--- src/rtl/tshp_pkg.sv ---
// Package for the TLS ServerHello parser.
// Holds the parse state and result types, phase codes and protocol constants.
// No dependencies.
package tshp_pkg;

    localparam int MAX_EXTENSIONS_DEF = 32;

    localparam logic [3:0] PH_IDLE    = 4'd0;
    localparam logic [3:0] PH_HDR     = 4'd1;
    localparam logic [3:0] PH_RANDOM  = 4'd2;
    localparam logic [3:0] PH_SIDLEN  = 4'd3;
    localparam logic [3:0] PH_SID     = 4'd4;
    localparam logic [3:0] PH_CIPHER  = 4'd5;
    localparam logic [3:0] PH_COMP    = 4'd6;
    localparam logic [3:0] PH_EXTLEN  = 4'd7;
    localparam logic [3:0] PH_EXTHDR  = 4'd8;
    localparam logic [3:0] PH_EXTSKIP = 4'd9;
    localparam logic [3:0] PH_GROUP   = 4'd10;

    localparam logic [7:0]  REC_HANDSHAKE   = 8'h16;
    localparam logic [7:0]  HS_SERVER_HELLO = 8'h02;
    localparam logic [15:0] REC_VER_MIN     = 16'h0301;
    localparam logic [15:0] TLS12_VERSION   = 16'h0303;
    localparam logic [15:0] HDR_BYTES       = 16'd11;
    localparam logic [15:0] RANDOM_BYTES    = 16'd32;
    localparam logic [15:0] EXT_HDR_BYTES   = 16'd4;
    localparam logic [15:0] FIELD16_BYTES   = 16'd2;

    localparam logic [1:0] CFG_TARGET_EXT = 2'd0;
    localparam logic [1:0] CFG_MIN_LEN    = 2'd1;
    localparam logic [1:0] CFG_MAX_LEN    = 2'd2;

    localparam logic [15:0] TARGET_EXT_RST = 16'd51;
    localparam logic [14:0] MIN_LEN_RST    = 15'd40;
    localparam logic [14:0] MAX_LEN_RST    = 15'd16384;

    typedef struct packed {
        logic [3:0]  phase;
        logic [14:0] rec_offset;
        logic [14:0] rec_length;
        logic [15:0] skip;
        logic [31:0] shift;
        logic [15:0] cipher;
        logic        done;
        logic [31:0] bad_count;
    } t_parse_state;

    typedef struct packed {
        logic        status;
        logic [15:0] cipher_suite;
        logic [15:0] named_group;
        logic [31:0] invalid_count;
    } t_result;

endpackage

--- src/rtl/tls_server_hello_parser.sv ---
// Top level of the TLS ServerHello parser: stream ports, input and result registers,
// configuration registers. Depends on tshp_pkg and tshp_step.
//
// Channel    Dir  Handshake                       Payload
// s_axis     in   s_axis_tvalid / s_axis_tready   tdata: data_byte; tuser: kind, message_start
// m_axis     out  m_axis_tvalid / m_axis_tready   tdata: cipher, group, count; tuser: status
// cfg        in   i_cfg_valid / o_cfg_ready       i_cfg_index, i_cfg_data
//
// One item is accepted per cycle while the result register is empty or being taken; an item
// is held in the input register and any result it yields in the result register. The rate
// is set by the single state update between these two registers, which runs once per cycle.
// Reset is synchronous and active low; it restores the register defaults and idles the parser.
// While a result is not taken, the parser holds one item in its input register and then
// stalls the input. Configuration writes are accepted in every cycle.
module tls_server_hello_parser #(
    parameter int MAX_EXTENSIONS = tshp_pkg::MAX_EXTENSIONS_DEF
) (
    input  logic        i_clk,
    input  logic        i_rst_n,
    input  logic        s_axis_tvalid,
    output logic        s_axis_tready,
    input  logic [7:0]  s_axis_tdata,   // [7:0] data_byte
    input  logic [1:0]  s_axis_tuser,   // [0] kind, [1] message_start
    output logic        m_axis_tvalid,
    input  logic        m_axis_tready,
    output logic [63:0] m_axis_tdata,   // [15:0] cipher_suite, [31:16] named_group,
                                        // [63:32] invalid_count
    output logic        m_axis_tuser,   // [0] status
    input  logic        i_cfg_valid,
    output logic        o_cfg_ready,
    input  logic [1:0]  i_cfg_index,
    input  logic [15:0] i_cfg_data
);
    import tshp_pkg::*;

    localparam int EXT_W = $clog2(MAX_EXTENSIONS + 1);

    logic             r_in_valid;
    logic             r_in_kind;
    logic [7:0]       r_in_byte;
    logic             r_in_start;
    t_parse_state     r_state;
    logic [EXT_W-1:0] r_ext_idx;
    logic             r_out_valid;
    t_result          r_out;
    logic [15:0]      r_target_ext;
    logic [14:0]      r_min_len;
    logic [14:0]      r_max_len;

    t_parse_state     n_state;
    logic [EXT_W-1:0] n_ext_idx;
    t_result          n_out;
    logic             step_emit;
    logic             proc;

    tshp_step #(
        .MAX_EXTENSIONS(MAX_EXTENSIONS)
    ) u_step (
        .i_state     (r_state),
        .i_ext_idx   (r_ext_idx),
        .i_kind      (r_in_kind),
        .i_byte      (r_in_byte),
        .i_msg_start (r_in_start),
        .i_target_ext(r_target_ext),
        .i_min_len   (r_min_len),
        .i_max_len   (r_max_len),
        .o_state     (n_state),
        .o_ext_idx   (n_ext_idx),
        .o_emit      (step_emit),
        .o_result    (n_out)
    );

    assign proc          = r_in_valid && (!r_out_valid || m_axis_tready);
    assign s_axis_tready = !r_in_valid || proc;
    assign m_axis_tvalid = r_out_valid;
    assign m_axis_tdata  = {r_out.invalid_count, r_out.named_group, r_out.cipher_suite};
    assign m_axis_tuser  = r_out.status;
    assign o_cfg_ready   = 1'b1;

    always_ff @(posedge i_clk) begin
        if (!i_rst_n) begin
            r_in_valid  <= 1'b0;
            r_out_valid <= 1'b0;
            r_state     <= '0;
            r_ext_idx   <= '0;
        end else begin
            if (s_axis_tvalid && s_axis_tready) begin
                r_in_valid <= 1'b1;
            end else if (proc) begin
                r_in_valid <= 1'b0;
            end
            if (proc) begin
                r_state   <= n_state;
                r_ext_idx <= n_ext_idx;
            end
            if (proc && step_emit) begin
                r_out_valid <= 1'b1;
            end else if (m_axis_tready) begin
                r_out_valid <= 1'b0;
            end
        end
    end

    always_ff @(posedge i_clk) begin
        if (s_axis_tvalid && s_axis_tready) begin
            r_in_kind  <= s_axis_tuser[0];
            r_in_start <= s_axis_tuser[1];
            r_in_byte  <= s_axis_tdata;
        end
        if (proc && step_emit) begin
            r_out <= n_out;
        end
    end

    always_ff @(posedge i_clk) begin
        if (!i_rst_n) begin
            r_target_ext <= TARGET_EXT_RST;
            r_min_len    <= MIN_LEN_RST;
            r_max_len    <= MAX_LEN_RST;
        end else if (i_cfg_valid && o_cfg_ready) begin
            case (i_cfg_index)
                CFG_TARGET_EXT: r_target_ext <= i_cfg_data;
                CFG_MIN_LEN:    r_min_len    <= i_cfg_data[14:0];
                CFG_MAX_LEN:    r_max_len    <= i_cfg_data[14:0];
                default: begin
                end
            endcase
        end
    end

endmodule

--- src/rtl/tshp_step.sv ---
// Next-state logic of the ServerHello parser for one item.
// Depends on tshp_pkg for the state and result types and the phase codes.
module tshp_step #(
    parameter int MAX_EXTENSIONS = tshp_pkg::MAX_EXTENSIONS_DEF,
    localparam int EXT_W = $clog2(MAX_EXTENSIONS + 1)
) (
    input  tshp_pkg::t_parse_state i_state,
    input  logic [EXT_W-1:0]       i_ext_idx,
    input  logic                   i_kind,
    input  logic [7:0]             i_byte,
    input  logic                   i_msg_start,
    input  logic [15:0]            i_target_ext,
    input  logic [14:0]            i_min_len,
    input  logic [14:0]            i_max_len,
    output tshp_pkg::t_parse_state o_state,
    output logic [EXT_W-1:0]       o_ext_idx,
    output logic                   o_emit,
    output tshp_pkg::t_result      o_result
);
    import tshp_pkg::*;

    function automatic t_parse_state clear_parse(input t_parse_state s);
        t_parse_state c;
        c            = s;
        c.phase      = PH_IDLE;
        c.rec_offset = '0;
        c.rec_length = '0;
        c.skip       = '0;
        c.shift      = '0;
        c.cipher     = '0;
        return c;
    endfunction

    always_comb begin
        t_parse_state     s;
        logic [EXT_W-1:0] idx;
        logic             go;
        logic             abort;
        logic             fin;
        logic             fin_bad;
        logic [15:0]      fin_group;
        logic             walk_next;
        logic [3:0]       pos;
        logic [15:0]      v;
        logic [31:0]      cnt;

        s         = i_state;
        idx       = i_ext_idx;
        go        = 1'b0;
        abort     = 1'b0;
        fin       = 1'b0;
        fin_bad   = 1'b0;
        fin_group = '0;
        walk_next = 1'b0;
        pos       = '0;
        v         = '0;
        cnt       = i_state.bad_count;
        o_emit    = 1'b0;
        o_result  = '0;

        if (!i_kind) begin
            s      = clear_parse(i_state);
            s.done = 1'b0;
            idx    = '0;
        end else if (!i_state.done) begin
            go = 1'b1;
            if (s.phase == PH_IDLE) begin
                if (!i_msg_start) begin
                    go = 1'b0;
                end else begin
                    s       = clear_parse(s);
                    idx     = '0;
                    s.phase = PH_HDR;
                    s.skip  = HDR_BYTES;
                end
            end
        end

        if (go) begin
            s.shift = {s.shift[23:0], i_byte};
            if (s.phase != PH_HDR) begin
                s.rec_offset = s.rec_offset + 15'd1;
            end
            v = s.shift[15:0];
            case (s.phase)
                PH_HDR: begin
                    if (s.skip == 16'd0 || s.skip > HDR_BYTES) begin
                        abort = 1'b1;
                    end else begin
                        pos    = 4'(HDR_BYTES - s.skip);
                        s.skip = s.skip - 16'd1;
                        if (pos >= 4'd5) begin
                            s.rec_offset = s.rec_offset + 15'd1;
                        end
                        if ((pos == 4'd0 && i_byte != REC_HANDSHAKE) ||
                            (pos == 4'd2 && (v < REC_VER_MIN || v > TLS12_VERSION)) ||
                            (pos == 4'd4 && (v <= {1'b0, i_min_len} ||
                                             v > {1'b0, i_max_len})) ||
                            (pos == 4'd5 && i_byte != HS_SERVER_HELLO) ||
                            (pos == 4'd10 && v != TLS12_VERSION)) begin
                            abort = 1'b1;
                        end else begin
                            if (pos == 4'd4) begin
                                s.rec_length = v[14:0];
                            end
                            if (pos == 4'd10) begin
                                s.phase = PH_RANDOM;
                                s.skip  = RANDOM_BYTES;
                            end
                        end
                    end
                end
                PH_RANDOM: begin
                    s.skip = s.skip - 16'd1;
                    if (s.skip == 16'd0) begin
                        s.phase = PH_SIDLEN;
                    end
                end
                PH_SIDLEN: begin
                    if (i_byte != 8'd0) begin
                        s.skip  = {8'd0, i_byte};
                        s.phase = PH_SID;
                    end else begin
                        s.skip  = FIELD16_BYTES;
                        s.phase = PH_CIPHER;
                    end
                end
                PH_SID: begin
                    s.skip = s.skip - 16'd1;
                    if (s.skip == 16'd0) begin
                        s.phase = PH_CIPHER;
                        s.skip  = FIELD16_BYTES;
                    end
                end
                PH_CIPHER: begin
                    s.skip = s.skip - 16'd1;
                    if (s.skip == 16'd0) begin
                        s.cipher = v;
                        s.phase  = PH_COMP;
                    end
                end
                PH_COMP: begin
                    if (i_byte != 8'd0) begin
                        fin     = 1'b1;
                        fin_bad = 1'b1;
                    end else begin
                        s.phase = PH_EXTLEN;
                        s.skip  = FIELD16_BYTES;
                    end
                end
                PH_EXTLEN: begin
                    s.skip = s.skip - 16'd1;
                    if (s.skip == 16'd0) begin
                        s.phase = PH_EXTHDR;
                        s.skip  = EXT_HDR_BYTES;
                    end
                end
                PH_EXTHDR, PH_EXTSKIP: begin
                    s.skip = s.skip - 16'd1;
                    if (s.skip == 16'd0) begin
                        walk_next = 1'b1;
                        if (s.phase == PH_EXTHDR) begin
                            if (s.shift[31:16] == i_target_ext) begin
                                s.phase   = PH_GROUP;
                                s.skip    = FIELD16_BYTES;
                                walk_next = 1'b0;
                            end else if (v != 16'd0) begin
                                s.phase   = PH_EXTSKIP;
                                s.skip    = v;
                                walk_next = 1'b0;
                            end
                        end
                        if (walk_next) begin
                            idx = idx + EXT_W'(1);
                            if (s.rec_offset >= s.rec_length ||
                                idx >= EXT_W'(MAX_EXTENSIONS)) begin
                                fin = 1'b1;
                            end else begin
                                s.phase = PH_EXTHDR;
                                s.skip  = EXT_HDR_BYTES;
                            end
                        end
                    end
                end
                PH_GROUP: begin
                    s.skip = s.skip - 16'd1;
                    if (s.skip == 16'd0) begin
                        fin       = 1'b1;
                        fin_group = v;
                    end
                end
                default: begin
                    abort = 1'b1;
                end
            endcase

            if (!fin && !abort && s.phase != PH_IDLE && s.phase != PH_HDR &&
                s.rec_offset >= s.rec_length) begin
                fin     = 1'b1;
                fin_bad = 1'b1;
            end

            if (abort) begin
                s   = clear_parse(s);
                idx = '0;
            end else if (fin) begin
                if (fin_bad && cnt != '1) begin
                    cnt = cnt + 32'd1;
                end
                o_emit                 = 1'b1;
                o_result.status        = fin_bad;
                o_result.cipher_suite  = fin_bad ? 16'd0 : s.cipher;
                o_result.named_group   = fin_bad ? 16'd0 : fin_group;
                o_result.invalid_count = cnt;
                s                      = clear_parse(s);
                s.bad_count            = cnt;
                s.done                 = 1'b1;
                idx                    = '0;
            end
        end

        o_state   = s;
        o_ext_idx = idx;
    end

endmodule

--- config.mk ---
export PLATFORM = sky130hd
export DESIGN_NAME = tls_server_hello_parser
export DESIGN_NICKNAME = d
export VERILOG_FILES = /design/src/rtl/tshp_pkg.sv /design/src/rtl/tls_server_hello_parser.sv /design/src/rtl/tshp_step.sv
export SDC_FILE = /design/constraint.sdc
export NUM_CORES = 1
export LEC_CHECK = 0
export BUFFER_PORTS_ARGS = -buffer_cell sky130_fd_sc_hd__buf_2
export CORE_MARGIN = 3
export CORE_UTILIZATION = 65
export CTS_CLUSTER_SIZE = 30
export DETAILED_ROUTE_END_ITERATION = 12
export PLACE_DENSITY = 0.85
export SYNTH_ARGS = -nofsm -noshare
export SYNTH_HDL_FRONTEND = slang
export SYNTH_SLANG_ARGS = --single-unit
--- constraint.sdc ---
create_clock -name i_clk -period 22.2 [get_ports i_clk]
set_input_delay 4.44 -clock i_clk [delete_from_list [all_inputs] [get_ports i_clk]]
set_output_delay 4.44 -clock i_clk [all_outputs]
set_load 0.01 [all_outputs]
==> summary by stage <==
Run status
The run finished with clean final reports.

Layout
After filler insertion, the fill cell instance count of the layout stands at approximately 1800. Compared with the post-synthesis result, the final layout area differs by 10.5%. The number of antenna diodes in the final layout is 0. At the end of the flow, the number of nets in the layout was about 2000. Of the cells placed in the final design, the portion with a size suffix greater than 1 is 0.105.

Timing
Of the available clock period, the critical path in the final layout requires 0.420. Setup violations remaining at the end of the flow were counted as 0. The final max-slew violation count was 0. On the final layout, the worst clock skew is 0.0141 ns. The post-layout minimum cycle time is roughly 9.3 ns.

Across all setup checks in the final design, the least slack found is 12.87 ns. The setup TNS is 0 ns. Setup repair after global routing left no endpoint under its margin. Static timing analysis puts the maximum clock frequency at around 110 MHz. The remaining max-slew budget at the tightest pin is 0.211. The hold violation total from the final report was 0. The transition time of the tightest slew-check pin is 1.18 ns.

Placement
Routability-driven placement finished with a final weighted congestion of just under 1. The HPWL after detailed placement is around 34 mm. The pre-CTS setup slack is ~13 ns. The count of buffers inserted at the top-level ports is between 90 and 100.

Power and ir drop
Across the VDD grid, the largest voltage drop is roughly 0.000093 V. Summed over all cells, the static leakage comes to between 6 and 7 nW. Dividing total power by cell area gives a power density of roughly 65 mW/mm^2.

Logic synthesis
Of the post-synthesis cell area, the dominant cell type holds 0.232. The share of the Yosys chip area taken by registers is 0.379. In this run the cell area of the synthesized design comes to roughly 0.015 sq mm. The number of synthesized register bits is about 250. Synthesis produced a netlist with a net count of 1984. Averaged over all synthesized cells, the footprint is between 8 and 9 sq um. During synthesis, Yosys emitted a total of 0 warnings.

The most used flip-flop cell after synthesis is dfxtp_1. After synthesis, the cell types taking the most area are dfxtp_1 23%, edfxtp_1 15%, a21oi_1 6.1%, nand2_1 6.0%, ha_1 6.0%. The share of async-settable or async-resettable flops after synthesis is 0. The gate count after technology mapping is around 1900.

The post-synthesis cell type count is 83. dfxtp_1 takes more of the synthesized area than any other cell. In this run, synthesis inferred between 70 and 80 flip-flops with an integrated enable.

Clock network
The total clock buffers created by CTS is 28. The clock-pin transition on the worst setup and hold timing paths is approximately 0.06 ns. The clock tree root driver cell is clkbuf_16. The clock passes through at most 3 buffers. In this run the number of H-tree levels came out at 1. Once the clock tree was built, the resizer swapped 0 gates to a different size.

TritonCTS built the clock tree. In this run the post-CTS setup repair buffer count came out at 0. The number of buffers inserted by hold repair at cts is 0.

The number of sinks handled by clock tree synthesis is ~250. The clock insertion delay at the later pin of the skew report is between 0.5 and 0.6 ns.

Floorplanning
The core region is 0.0229 sq mm. Pin placement for this block handled slightly above 100 I/O pins. The die is about 160 microns wide. The placement row count is between 50 and 60. The starting density of the core is 0.668. The overall die area is about 0.025 sq mm. The vertical extent of the die is 159 microns.

GRT
The number of global-route vias before repair is 14200. After global routing the overflow that remains totals 0. Entering global routing, the biggest net connects ~80 pins. The first global-routing pass estimated between 70 and 80 mm of wire. The initial antenna violation count is 0. In the global route stage, overall resource usage came out at 0.383.

Job
Across the run, the number of max-cap violations was 0.

Critical path
Data on the critical path is required at its endpoint by roughly 18 ns. STA classifies the critical path startpoint as an input port. The endpoint arrival time on the critical path is a little under 5 ns. The category of the most critical setup path is input port to output port.

The endpoint identified for the worst register-to-register timing path is m_axis_tdata[62]. Counting cells, the worst reg-to-reg path comes to 24. The critical-path maximum fanout is 3. The critical path startpoint is m_axis_tready.

The startpoint identified for the worst register-to-register timing path is r_state[127]. In this run the register-to-register setup slack is between 10 and 15 ns. The endpoint kind of the worst setup timing path is an output port.

Routing
In the routed design, unresolved DRC markers number 0. Before antenna repair, the detailed router went through 5 iterations. In this run the remaining antenna-violating nets after routing total 0. The final route contains 15500 vias. The routed wire length per instance is approximately 22 microns. Using the TritonRoute via totals, the vias-per-cell ratio works out to around 6.9. The total wire length after detailed routing is between 50 and 60 mm. The violation count after the first detailed-routing iteration is 2065.

Min path
The source of the worst hold timing path is r_max_len[6]. The hold-critical path depth is 2. For hold timing, the worst endpoint is r_max_len[6]. The worst hold path class is flop to flop.
synthesized netlist by cell type, drive strengths merged, types with 9 or more instances:
cell type  number
a21o           14
buf            24
a22oi          38
nand2b         15
inv            70
and2           24
ha             73
nand4          35
o31ai          36
nand2         247
a31oi          20
xnor2          27
a32oi          19
a211oi          9
nor2          156
o221ai         11
dfxtp         177
clkbuf        104
nor3           41
xor2           10
o211ai         18
o21ai          96
a21oi         187
o211a          12
and3           32
edfxtp         75
o2bb2ai        10
o21a           10
or3            29
nor4           15
nand3          68
o22a            9
a22o            9
or4            36
critical path, cell delays in order:
cell,delay (ns)
buf_2,0.10
nand3b_1,0.19
buf_2,0.17
final cells by class:
cell class / instances / area, sq um / share of cell area
Clock buffer: 33 / 751 / 0.0444
Clock inverter: 19 / 239 / 0.0141
Inverter: 71 / 268 / 0.0158
Multi-Input combinational cell: 1427 / 8750 / 0.518
Sequential cell: 252 / 5800 / 0.343
Tap cell: 313 / 392 / 0.0232
Timing Repair Buffer: 127 / 706 / 0.0417
layout by cell type (no fill, tap or decap), types with 20 or more instances in the layout:
cell type  count
nand3_1       68
o31ai_1       36
or3_1         29
o21ai_0       91
nor3_1        40
buf_4         28
edfxtp_1      75
clkbuf_16     29
a31oi_1       20
buf_2         99
ha_1          73
nor2_1       156
nand4_1       35
or4_1         36
a22oi_1       38
and2_1        22
a21oi_1      186
and3_1        32
dfxtp_1      177
xnor2_1       27
inv_1         69
nand2_1      246
report_power, final:
part / leakage, nW / switching [mW] / internal [mW] / total, mW
combinational: 3.65 / 0.0707 / 0.0329 / 0.104
clock: 0.492 / 0.196 / 0.301 / 0.497
sequential: 2.29 / 0.0120 / 0.478 / 0.490
metal layers:
| metal | global-route usage | part of all wire | vias up |
|---|---|---|---|
| met3 | 0.0682 | 0.11 | 167 |
| met2 | 0.595 | 0.44 | 1009 |
| li1 | - | - | 7021 |
| met1 | 0.532 | 0.40 | 7328 |
| met5 | 0 | 0 | - |
| met4 | 0.154 | 0.047 | 0 |
metrics by stage:
stage	util	hold WS [ns]	total power, mW	area, sq um	std cells
floorplan	-	0.432	0.562	15300	1878
global placement	0.694	0.443	0.597	15900	2190
detailed placement	0.694	0.447	0.599	15900	2190
CTS	0.738	0.457	1.09	16900	2242
global route	0.738	0.472	1.12	16900	2242
finish	0.738	0.457	1.09	16900	2242
worst max-delay path by stage:
stage                               end  slack (ns)
after floorplan           s_axis_tready       13.11
final                     s_axis_tready       12.87
after global routing      s_axis_tready       12.84
after global placement    s_axis_tready       12.90
after CTS                 s_axis_tready       12.86
after detailed placement  s_axis_tready       12.90
sequential cells by signal, indices dropped and copies added (netlist names):
signal         cells
m_axis_tdata      64
m_axis_tuser       1
m_axis_tvalid      1
r_ext_idx          6
r_in_byte          8
r_in_kind          1
r_in_start         1
r_in_valid         1
r_max_len         15
r_min_len         15
r_state          123
r_target_ext      16
kinds of logic (layout without fill, tap and decap cells):
kind of cell             count (synthesis)  in the layout  share of synthesized area
AO/OA/AOI/OAI                          560            560                      0.241
XOR/XNOR                                37             37                     0.0212
adder cells (fa/ha/maj)                 73             73                     0.0597
buffers and inverters                  199            250                     0.0517
flip-flops                             252            252                      0.379
multiplexers                             8              8                    0.00540
other                                    1              1                   0.000245
AND/OR/NAND/NOR                        748            748                      0.242
Power figures use the tool's default switching activity.
